`config.mk`:
```
export PLATFORM = sky130hd
export DESIGN_NAME = pcr_div_stage
export DESIGN_NICKNAME = d
export VERILOG_FILES = /design/src/pcr_pkg.sv /design/src/pcr_div_stage.sv
export SDC_FILE = /design/constraint.sdc
export NUM_CORES = 1
export LEC_CHECK = 0
export BUFFER_PORTS_ARGS = -buffer_cell sky130_fd_sc_hd__buf_2
export CAP_MARGIN = 20
export CELL_PAD_IN_SITES_DETAIL_PLACEMENT = 1
export CELL_PAD_IN_SITES_GLOBAL_PLACEMENT = 2
export CORE_AREA = 8 8 314 316
export CTS_CLUSTER_DIAMETER = 150
export DETAILED_ROUTE_END_ITERATION = 8
export DIE_AREA = 0 0 322 324
export GPL_ROUTABILITY_DRIVEN = 0
export GPL_TIMING_DRIVEN = 0
export PLACE_DENSITY = 0.49
export SETUP_SLACK_MARGIN = 0.05
export SYNTH_ARGS = -nofsm -noshare
export SYNTH_HDL_FRONTEND = slang
export SYNTH_SLANG_ARGS = --single-unit
```
`constraint.sdc`:
```
create_clock -name i_clk -period 6.1 [get_ports i_clk]
set_input_delay 0.305 -clock i_clk [delete_from_list [all_inputs] [get_ports i_clk]]
set_output_delay 0.305 -clock i_clk [all_outputs]
set_load 0.02 [all_outputs]
```
`src/pcr_pkg.sv`:
```
package pcr_pkg;

    localparam int VecW  = 48;
    localparam int CompW = 16;
    localparam int QuoW  = 43;
    localparam int RemW  = 17;
    localparam int DvdW  = QuoW + CompW;
    localparam int Lanes = 4;
    localparam int DivSteps = QuoW;

    localparam logic [1:0] LaneVelA  = 2'd0;
    localparam logic [1:0] LaneVelB  = 2'd1;
    localparam logic [1:0] LaneMoveA = 2'd2;
    localparam logic [1:0] LaneMoveB = 2'd3;

    localparam logic CfgRestitution = 1'b0;
    localparam logic CfgTimeStep    = 1'b1;

    typedef struct packed {
        logic [47:0] velocity_a;
        logic [47:0] velocity_b;
        logic [47:0] accel_a;
        logic [47:0] accel_b;
        logic [15:0] inv_mass_a;
        logic [15:0] inv_mass_b;
        logic        has_second;
        logic [47:0] contact_normal;
        logic signed [15:0] penetration;
    } t_in_item;

    typedef struct packed {
        logic [47:0] new_velocity_a;
        logic [47:0] new_velocity_b;
        logic [47:0] move_a;
        logic [47:0] move_b;
    } t_out_item;

    typedef struct packed {
        logic [VecW-1:0] velocity_a;
        logic [VecW-1:0] velocity_b;
        logic [VecW-1:0] normal;
        logic            two;
        logic            pass_vel;
        logic            zero_move;
    } t_side;

    typedef struct packed {
        logic [RemW-1:0] rem;
        logic [QuoW-1:0] work;
    } t_div_lane;

    typedef struct packed {
        t_div_lane [Lanes-1:0] lane;
        logic [RemW-1:0]       total;
        t_side                 side;
    } t_div_bus;

    function automatic logic signed [CompW-1:0] comp16(input logic [VecW-1:0] v,
                                                     input logic [1:0] i);
        logic signed [CompW-1:0] c;
        case (i)
            2'd0:    c = v[15:0];
            2'd1:    c = v[31:16];
            default: c = v[47:32];
        endcase
        return c;
    endfunction

    function automatic logic [CompW-1:0] sat16(input logic signed [44:0] x);
        logic [CompW-1:0] y;
        if (x > 45'sd32767) begin
            y = 16'h7fff;
        end else if (x < -45'sd32768) begin
            y = 16'h8000;
        end else begin
            y = x[15:0];
        end
        return y;
    endfunction

endpackage

```
`src/pcr_div_stage.sv`:
```
module pcr_div_stage (
    input  logic              i_clk,
    input  logic              i_rst_n,
    input  logic              i_en,
    input  logic              i_valid,
    input  pcr_pkg::t_div_bus i_bus,
    output logic              o_valid,
    output pcr_pkg::t_div_bus o_bus
);

    pcr_pkg::t_div_bus n_bus;
    logic [17:0]       w_t;
    logic              w_ge;

    always_comb begin
        n_bus = i_bus;
        w_t   = '0;
        w_ge  = 1'b0;
        for (int l = 0; l < pcr_pkg::Lanes; l++) begin
            w_t  = {i_bus.lane[l].rem, i_bus.lane[l].work[42]};
            w_ge = (w_t >= {1'b0, i_bus.total});
            n_bus.lane[l].rem  = w_ge ? 17'(w_t - {1'b0, i_bus.total}) : w_t[16:0];
            n_bus.lane[l].work = {i_bus.lane[l].work[41:0], w_ge};
        end
    end

    always_ff @(posedge i_clk) begin
        if (!i_rst_n) begin
            o_valid <= 1'b0;
        end else if (i_en) begin
            o_valid <= i_valid;
        end
    end

    always_ff @(posedge i_clk) begin
        if (i_en) begin
            o_bus <= n_bus;
        end
    end

endmodule

```
# Word-level counts from Yosys, hierarchy flattened
# Cells that the tools add are included.
# word_totals
ff_bits	405
latch_bits	0
ramBits	0
mem_bits_ro	0
input_bits	408
wordCells	28
n_memories	0
# classes
n_addsub	4
mul	0
div_mod_pow	0
n_lt_le_gt_ge	4
eq_ne	0
n_shift	0
n_mux	4
bitwise_logic	0
reduce_logical	0
# ops
cell	n
greater-or-equal comparator 18 x 17 -> 1 bit	4
two-way mux 17 bit	4
subtractor 17 bit	4

# Logic depth before layout (Yosys ltp)
# Gate-level depths: netlist of the first run.
# depth
ltp_word	2
mapped_depth	13
depth_no_buf	11

# Worst setup path before layout of the first run
# OpenSTA, ideal clock, no wires.
# synth_path
path_kind	input port to flip-flop
start	input i_bus[148] (netlist name)
end	register o_bus[276] (netlist name) (data pin)
arrival_ns	2.742
t_required_ns	5.840
slack_ns	3.097
cell_stages	11
n_path_buf	2
cell_sequence	inv_1 fa_1 a21oi_2 nor2_2 nor2_4 a211oi_1 or4_4 a211o_1 buf_6 buf_12 mux2_4
# synth_rtl
item	line_no	source
from (decl)	pcr_div_stage.sv:6	input pcr_pkg::t_div_bus i_bus,
to (signal assigned)	pcr_div_stage.sv:37	o_bus <= n_bus;
to (decl)	pcr_div_stage.sv:8	output pcr_pkg::t_div_bus o_bus

==> metrics.log, run 1 <==
INFO  metric outcome = completed
INFO  metric power.share.switching = 0.292
INFO  metric grt_overflow = 0
INFO  metric internal-power = 5950 uW
INFO  metric flops_latches_synth = 405
INFO  metric worst_r2r_startpoint = o_valid$_SDFFE_PN0P_
INFO  metric first_pass_grt_wire_length = 129 mm
INFO  metric timing.critical_path.to_type = flop
INFO  metric worst-endpoint-required = roughly 6.4 ns
INFO  metric synth-main-ff-cell = sky130_fd_sc_hd__edfxtp_1
INFO  metric worst-r2r-setup-slack = 4.93 ns
INFO  metric grt_pass1_vias = 15200
INFO  metric routedWlPerCell = 27.1 um
INFO  metric fin_total_pwr = 8410 uW
INFO  metric placeableCoreArea = 0.0939 mm2
INFO  metric drtIter0Drc = 779
INFO  metric p_sw = 2460 uW
INFO  metric synth_edf_count = 404
INFO  metric hold_path_startpoint = i_bus[339]
INFO  metric leakage = about 0.012 uW
INFO  metric initial_antenna_violation_count = 44
INFO  metric num_rows = between 100 and 150
INFO  metric worst_slew_margin_rel = 0.500
INFO  metric drt-total-wl = 97.5 mm
INFO  metric multiInputGateArea = a little under 0.004 mm2
INFO  metric unrepaired_setup_endpoints_after_global_routing = no
INFO  metric ys_async_sr_fraction = 0
INFO  metric synthToLayoutAreaGrowth = 69.1%
INFO  metric worstSetupPathDepth = 12
INFO  metric power.clock.fraction = 0.387
INFO  metric clock_tree_from_tritoncts = built
INFO  metric synth.largest_area_cell = sky130_fd_sc_hd__edfxtp_1
INFO  metric mostFrequentLayoutCells = 814 x sky130_fd_sc_hd__buf_2, 404 x sky130_fd_sc_hd__edfxtp_1, 369 x sky130_fd_sc_hd__dlygate4sd3_1, 74 x sky130_fd_sc_hd__a21oi_1, 68 x sky130_fd_sc_hd__ha_1
INFO  metric die_area = 0.104 mm2
INFO  metric grt_usage = 0.177
INFO  metric clock-skew-final = 0 ns
INFO  metric final_layout_size_suffix_gt1_frac = 0.411
INFO  metric worstPathArrival = 4.06 ns
INFO  metric remaining_drcs = 0
INFO  metric num-nets-final = 2736
INFO  metric initial_core_util = 0.174
INFO  metric fp.dieH = ~320 um
INFO  metric startpoint_type = input port
INFO  metric cts-buffers-inserted = 52
INFO  metric synth.cell_area = ~0.016 mm2
INFO  metric cap_viol_max_count = 0
INFO  metric synth.area.top_cells = sky130_fd_sc_hd__edfxtp_1 74%, sky130_fd_sc_hd__ha_1 5.2%, sky130_fd_sc_hd__a21oi_1 2.3%, sky130_fd_sc_hd__o21ai_0 1.6%, sky130_fd_sc_hd__xnor2_1 1.6%
INFO  metric port-buffer-count = 812
INFO  metric ioPinCount = 813
INFO  metric yosys.cell_types.count = between 60 and 70
INFO  metric finalSetupViolations = 0
INFO  metric worst_hold_path.num_cells = 2
INFO  metric fillerInstances = approximately 11000
INFO  metric dr_total_vias = between 10000 and 15000
INFO  metric syn-instance-count = 1016
INFO  metric syn_avg_cell_area = 16.1 um2
INFO  metric mostFrequentLayoutCell = sky130_fd_sc_hd__buf_2
INFO  metric cts_root_buffer = sky130_fd_sc_hd__clkbuf_16
INFO  metric die_w = ~320 um
INFO  metric pin_count_of_the_biggest_net_entering_global_routing = 123
INFO  metric pwr-share-comb = 0.203
INFO  metric layout_min_cycle_time = 3.74 ns
INFO  metric avg_vias_per_cell = 3.95
INFO  metric finalHoldViolations = 0
INFO  metric crit_path_top_delay_cell = sky130_fd_sc_hd__dlygate4sd3_1
INFO  metric clk_transition_reported_paths = 0.06 ns
INFO  metric seqCellArea = 0.0122 mm2
INFO  metric timing.critical_path.max_delay_family = buffers and inverters
INFO  metric synthesis.yosys.warnings = 0
INFO  metric clock_latency = between 0.6 and 0.7 ns
INFO  metric cts_sinks = 405
INFO  metric firstDrtPassIters = 4
INFO  metric reg2reg_end = o_valid$_SDFFE_PN0P_
INFO  metric vdd_ir_drop_max = 0.203 mV
INFO  metric hold_end = o_bus[340]$_DFFE_PP_
INFO  metric max_freq = 267 MHz
INFO  metric worstMarginPinSlew = around 0.75 ns
INFO  metric reg2regPathDepth = 3
INFO  metric synth-seq-area-share = 0.742
INFO  metric cts.repair.resized = 0
INFO  metric place.detailed.hpwl = 79.0 mm
INFO  metric clock_tree.buffer_depth = 3
INFO  metric p_per_cell_area = between 300 and 400 mW/mm2
INFO  metric cts_max_level = 2
INFO  metric max_transition_viols_final = 0
INFO  metric worst-setup-path-type = input port to flop
INFO  metric worstPathCellList = dlygate4sd3_1, buf_2, inv_1, fa_1, a211oi_1, o21ai_0, a21oi_1, o31a_1, o21ai_1, buf_6, clkbuf_1, a41oi_1
INFO  metric layout_worst_path_cycle_share = 0.613
INFO  metric class_of_the_most_critical_hold_timing_path = input port to flop
INFO  metric synth_top_area_share = 0.741
INFO  metric postRouteAntennaNets = 0
INFO  metric critPathMaxStageDelay = 0.53 ns
INFO  metric share_seq_of_total_power = 0.409
INFO  metric synth.net_count = between 1000 and 1500
INFO  metric critPathBufInv = 5
INFO  metric setup_tns = 0 ns
INFO  metric critical_path.max_fanout = 10
cell families (layout without fill, tap and decap cells):
| group | Yosys count | count (layout) | share of synthesized area |
|---|---|---|---|
| DFF | 405 | 405 | 0.742 |
| AOI/OAI and AO/OA | 229 | 229 | 0.0882 |
| and+or+nand+nor | 169 | 169 | 0.0474 |
| adders and majority gates | 72 | 72 | 0.0568 |
| buffers and inverters | 60 | 1344 | 0.0163 |
| xor gates and xnor gates | 50 | 50 | 0.0267 |
| muxes | 31 | 31 | 0.0225 |
| other | 0 | 29 | 0 |
metal layers:
| layer | wire [um] | part of all wire | global-route usage | vias up |
|---|---|---|---|---|
| li1 | - | - | - | 6456 |
| met1 | 38300 | 0.39 | 0.208 | 7023 |
| met2 | 44700 | 0.46 | 0.285 | 549 |
| met3 | 11700 | 0.12 | 0.0907 | 125 |
| met4 | 2680 | 0.027 | 0.0424 | 26 |
| met5 | 154 | 0.0016 | 0 | - |
power groups by stage:
stage,clock network [uW],registers (uW),logic [uW]
floorplan,0,3830,407
global placement,0,3530,1510
detailed placement,0,3500,1520
CTS,3400,3450,1760
global route,3480,3470,1840
finish,3260,3440,1710
stage by stage:
| stage | instances | hold slack, ns | worst slack, ns | cell area (um2) | util |
|---|---|---|---|---|---|
| 2_1_floorplan | 1016 | 0.404 | 3.10 | 16400 | - |
| 3_3_place_gp | 3093 | 0.483 | -1.88 | 22000 | 0.235 |
| 3_5_place_dp | 3098 | 0.483 | 2.12 | 22200 | 0.236 |
| 4_1_cts | 3565 | 0.000570 | 2.22 | 27600 | 0.294 |
| 5_1_grt | 3580 | 0.0277 | 2.07 | 27700 | 0.295 |
| 6_report | 3594 | 0.0720 | 2.36 | 27700 | 0.295 |
synthesized netlist by cell type, types with 2 or more instances:
cell type                   instances
sky130_fd_sc_hd__nand2b_1           6
sky130_fd_sc_hd__a21oi_2            2
sky130_fd_sc_hd__or2_2              2
sky130_fd_sc_hd__nand4_1           13
sky130_fd_sc_hd__o31a_1             4
sky130_fd_sc_hd__nand3b_1           2
sky130_fd_sc_hd__buf_2              3
sky130_fd_sc_hd__ha_1              68
sky130_fd_sc_hd__o211ai_1           3
sky130_fd_sc_hd__mux2_2            19
sky130_fd_sc_hd__nor2b_1            7
sky130_fd_sc_hd__a211o_1            7
sky130_fd_sc_hd__nor3_1             8
sky130_fd_sc_hd__o21bai_1           8
sky130_fd_sc_hd__a41oi_1            3
sky130_fd_sc_hd__xnor2_1           30
sky130_fd_sc_hd__o21ai_0           54
sky130_fd_sc_hd__fa_1               4
sky130_fd_sc_hd__mux2_4             7
sky130_fd_sc_hd__a2bb2oi_1          2
sky130_fd_sc_hd__clkbuf_1          17
sky130_fd_sc_hd__edfxtp_1         404
sky130_fd_sc_hd__inv_1             36
sky130_fd_sc_hd__nand2_1           45
sky130_fd_sc_hd__a211oi_1          14
sky130_fd_sc_hd__a21oi_1           74
sky130_fd_sc_hd__o31ai_1            5
sky130_fd_sc_hd__or3_1              3
sky130_fd_sc_hd__xor2_1            20
sky130_fd_sc_hd__buf_6              3
sky130_fd_sc_hd__and3_1             3
sky130_fd_sc_hd__nand3_1            9
sky130_fd_sc_hd__nor2_1            65
sky130_fd_sc_hd__a31oi_1            8
sky130_fd_sc_hd__mux2i_1            5
sky130_fd_sc_hd__o21a_1            10
sky130_fd_sc_hd__a21o_1            19
sequential cells by signal (all words and copies together), names as in the netlist:
name and flops:
o_bus 404, o_valid 1
worst max-delay path by stage:
stage	start	end	slack, ns
global placement	i_en	o_bus[161]$_DFFE_PP_	-1.88
floorplan	i_bus[148]	o_bus[276]$_DFFE_PP_	3.10
global route	i_bus[148]	o_bus[220]$_DFFE_PP_	2.07
CTS	i_bus[148]	o_bus[220]$_DFFE_PP_	2.22
detailed placement	i_bus[148]	o_bus[220]$_DFFE_PP_	2.12
finish	i_bus[148]	o_bus[220]$_DFFE_PP_	2.36
cell type report:
class                           instances  area share
Antenna cell                           29     0.00262
Buffer                                 24     0.00479
Clock buffer                           61      0.0490
Clock inverter                         37      0.0154
Inverter                               36     0.00488
Multi-Input combinational cell        551       0.143
Sequential cell                       405       0.439
Tap cell                             1265      0.0571
Timing Repair Buffer                 1186       0.285
what timing repair did:
item	4_1_cts	5_1_grt
hold buffers	369	0
buffers inserted	0	0
endpoints found under the hold margin	368	0
Note: power is estimated with default switching activity, not from simulation.
==> run 2, diff against run 1 <==
--- a/config.mk
+++ b/config.mk
@@ -9,13 +9,13 @@
 export CAP_MARGIN = 20
 export CELL_PAD_IN_SITES_DETAIL_PLACEMENT = 1
 export CELL_PAD_IN_SITES_GLOBAL_PLACEMENT = 2
-export CORE_AREA = 8 8 314 316
+export CORE_AREA = 8 8 311 313
 export CTS_CLUSTER_DIAMETER = 150
 export DETAILED_ROUTE_END_ITERATION = 8
-export DIE_AREA = 0 0 322 324
+export DIE_AREA = 0 0 319 321
 export GPL_ROUTABILITY_DRIVEN = 0
 export GPL_TIMING_DRIVEN = 0
-export PLACE_DENSITY = 0.49
+export PLACE_DENSITY = 0.5
 export SETUP_SLACK_MARGIN = 0.05
 export SYNTH_ARGS = -nofsm -noshare
 export SYNTH_HDL_FRONTEND = slang
==> constraint.sdc (replaced) <==
create_clock -name i_clk -period 3.8 [get_ports i_clk]
set_input_delay 0.19 -clock i_clk [delete_from_list [all_inputs] [get_ports i_clk]]
set_output_delay 0.19 -clock i_clk [all_outputs]
set_load 0.02 [all_outputs]
==> metrics.log, run 2 (synthesized netlist as in run 1, its figures left out) <==
INFO  metric unrepaired_setup_endpoints_after_global_routing = no
INFO  metric routedWlPerCell = 27.8 um (+2.4%)
INFO  metric num_rows = 112 (-0.88%)
INFO  metric mostFrequentLayoutCells = 814 x sky130_fd_sc_hd__buf_2, 404 x sky130_fd_sc_hd__edfxtp_1, 400 x sky130_fd_sc_hd__dlygate4sd3_1, 74 x sky130_fd_sc_hd__a21oi_1, 68 x sky130_fd_sc_hd__ha_1
INFO  metric fin_ws = 0.271 ns (-2.09 ns)
INFO  metric power.clock.fraction = 0.396 (+0.009)
INFO  metric p_per_cell_area = 492 mW/mm2 (+62%)
INFO  metric grt_pass1_vias = 15624 (+2.8%)
INFO  metric reg2regPathDepth = 3 (unchanged)
INFO  metric worstPathArrival = 3.86 ns (-0.20 ns)
INFO  metric num-nets-final = 2766 (+1.1%)
INFO  metric worst-setup-path-type = input port to flop
INFO  metric cts_root_buffer = sky130_fd_sc_hd__clkbuf_16
INFO  metric worst_r2r_startpoint = o_valid$_SDFFE_PN0P_
INFO  metric max_transition_viols_final = 0 (unchanged)
INFO  metric layout_worst_path_cycle_share = 0.929
INFO  metric initial_antenna_violation_count = 32 (-27%)
INFO  metric critical_path.max_fanout = 10 (unchanged)
INFO  metric remaining_drcs = 0 (unchanged)
INFO  metric finalSetupViolations = 0 (unchanged)
INFO  metric grt_usage = 0.184 (+0.00716)
INFO  metric utilization = 0.303 (+0.00821)
INFO  metric clock_tree_from_tritoncts = built
INFO  metric cts_sinks = 405 (unchanged)
INFO  metric dr_total_vias = 14299 (+0.85%)
INFO  metric hold_path_startpoint = i_en
INFO  metric vdd_ir_drop_max = 0.319 mV (+57%)
INFO  metric worst-endpoint-required = 4.13 ns (-2.30 ns)
INFO  metric drt-total-wl = 98.3 mm (+0.85%)
INFO  metric finalHoldViolations = 0 (unchanged)
INFO  metric cts_max_level = 2 (unchanged)
INFO  metric initial_core_util = 0.178 (+0.00316)
INFO  metric largest_register = o_bus
INFO  metric worst_slew_margin_rel = 0.479 (-0.0215)
INFO  metric fp.dieH = 321 um (-0.93%)
INFO  metric grt_overflow = 0 (unchanged)
INFO  metric worstMarginPinSlew = 0.782 ns (+0.0323 ns)
INFO  metric pwr-share-comb = 0.203 (about the same)
INFO  metric power.share.switching = 0.290 (-0.00252)
INFO  metric max_freq = 283 MHz
INFO  metric die_w = 319 um (-0.93%)
INFO  metric final_layout_size_suffix_gt1_frac = 0.405 (-0.00623)
INFO  metric clk_transition_reported_paths = 0.06 ns (about the same)
INFO  metric placeableCoreArea = 0.0922 mm2 (-1.8%)
INFO  metric startpoint_type = input port
INFO  metric critical-path-top-cell-by-count = sky130_fd_sc_hd__a21oi_1
INFO  metric avg_vias_per_cell = 4.04 (+2.4%)
INFO  metric firstDrtPassIters = 5 (+1)
INFO  metric outcome = completed
INFO  metric mostFrequentLayoutCell = sky130_fd_sc_hd__buf_2
INFO  metric leakage = 0.0117 uW (+1.2%)
INFO  metric layout_min_cycle_time = between 3 and 4 ns
INFO  metric clock-skew-final = 0 ns (unchanged)
INFO  metric internal-power = 9780 uW (+64%)
INFO  metric class_of_the_most_critical_hold_timing_path = input port to flop
INFO  metric synthToLayoutAreaGrowth = 70.8%
INFO  metric postRouteAntennaNets = 0 (unchanged)
INFO  metric timing.critical_path.to_type = flop
INFO  metric hold_end = o_bus[312]$_DFFE_PP_
INFO  metric critPathMaxStageDelay = 0.55 ns (+0.02 ns)
INFO  metric worstPathCellList = dlygate4sd3_1, buf_2, ha_1, inv_1, fa_1, a211oi_1, o21ai_0, a21oi_1, o31a_1, o21ai_1, buf_6, buf_1, nor2_1, a21oi_1
INFO  metric die_area = 0.102 mm2 (-1.8%)
INFO  metric finalHoldWorstSlack = 0.0348 ns (-0.0372 ns)
INFO  metric clock_tree.buffer_depth = 3 (unchanged)
INFO  metric reg_top3 = o_bus x404, o_valid x1
INFO  metric p_sw = 3990 uW (+62%)
INFO  metric worst_hold_path.num_cells = 1 (-1)
INFO  metric drtIter0Drc = 792 (+1.7%)
INFO  metric ioPinCount = 813 (unchanged)
INFO  metric cts-buffers-inserted = 53 (+1.9%)
INFO  metric cap_viol_max_count = 0 (unchanged)
INFO  metric place.detailed.hpwl = 79.8 mm (+0.97%)
INFO  metric crit_path_top_delay_cell = sky130_fd_sc_hd__dlygate4sd3_1
INFO  metric pin_count_of_the_biggest_net_entering_global_routing = 128 (+4.1%)
INFO  metric largest_register_ff_count = 404 (unchanged)
INFO  metric dp_worst_setup_slack = 0.0419 ns (-2.08 ns)
INFO  metric worst-r2r-setup-slack = 2.57 ns (-2.36 ns)
INFO  metric reg2reg_end = o_valid$_SDFFE_PN0P_
INFO  metric first_pass_grt_wire_length = 133 mm (+2.9%)
INFO  metric port-buffer-count = 812 (unchanged)
INFO  metric share_seq_of_total_power = 0.401 (-0.008)
INFO  metric clock_latency = 0.63 ns (+0.02 ns)
## run 2: cell count changes in the layout (fill, tap and decap cells not counted), moves of 2 or more
cell | previous run | this run
sky130_fd_sc_hd__clkinv_2 | 13 | 6
sky130_fd_sc_hd__clkinv_1 | 8 | 11
sky130_fd_sc_hd__inv_6 | 0 | 2
sky130_fd_sc_hd__clkinv_4 | 4 | 2
sky130_fd_sc_hd__clkinv_16 | 0 | 2
sky130_fd_sc_hd__inv_16 | 2 | 0
sky130_fd_sc_hd__diode_2 | 29 | 16
sky130_fd_sc_hd__clkbuf_1 | 25 | 22
sky130_fd_sc_hd__dlygate4sd3_1 | 369 | 400
sky130_fd_sc_hd__bufinv_16 | 8 | 11
## run 2: power groups by stage
stage / registers, uW / clock network, uW / logic [uW]
after detailed placement: 5610 / 0 / 2450
after CTS: 5530 / 5680 / 2860
final: 5530 / 5450 / 2790
after global placement: 5670 / 0 / 2430
after global routing: 5570 / 5790 / 3000
after floorplan: 6150 / 0 / 654
## run 2: critical path, delay by kind of cell
family	cells	cell delay [ns]
adders and majority gates	2	0.65
AOI/OAI and AO/OA	6	1.43
buffers and inverters	5	1.38
and+or+nand+nor	1	0.18
## run 2: how the worst max path moves through the flow
stage | cells past startpoint | endpoint | slack [ns] | startpoint
2_1_floorplan | 11 | o_bus[276]$_DFFE_PP_ | 0.91 | i_bus[148]
3_3_place_gp | 3 | o_valid$_SDFFE_PN0P_ | -4.03 | i_en
3_5_place_dp | 11 | o_bus[330]$_DFFE_PP_ | 0.04 | i_bus[148]
4_1_cts | 12 | o_bus[397]$_DFFE_PP_ | 0.14 | i_bus[153]
5_1_grt | 12 | o_bus[220]$_DFFE_PP_ | 0.05 | i_bus[148]
6_report | 14 | o_bus[216]$_DFFE_PP_ | 0.27 | i_bus[147]
## run 2: stage by stage
| step | total power [uW] | setup TNS, ns | std cells | cell area, um2 |
|---|---|---|---|---|
| 6_report | 13800 | 0 | 3541 | 28000 |
| 5_1_grt | 14400 | 0 | 3533 | 27900 |
| 4_1_cts | 14100 | 0 | 3526 | 27900 |
| 3_5_place_dp | 8060 | 0 | 3029 | 22000 |
| 3_3_place_gp | 8100 | -1607.10 | 3025 | 21900 |
| 2_1_floorplan | 6800 | 0 | 1016 | 16400 |
## run 2: what timing repair did
action                                  4_1_cts  5_1_grt
buffers inserted                              0        0
hold buffers                                400        0
hold endpoints to repair                    399        0
gates resized for setup                       0        5
endpoints found under the setup margin        0        3
## run 2: layer usage
metal / wire (um) / GRT usage
met5: 187 / 0
met4: 3080 / 0.0520
met3: 9660 / 0.0831
met2: 45400 / 0.300
met1: 40000 / 0.218
## run 2: area by class of cell
type,instances,area (um2)
Clock buffer,61,1360
Antenna cell,16,40.0
Tap cell,1197,1500
Fill cell,10175,64200
Sequential cell,405,12200
Timing Repair Buffer,1216,8170
Multi-Input combinational cell,551,3970
Clock inverter,36,512
Inverter,36,139
Buffer,23,130
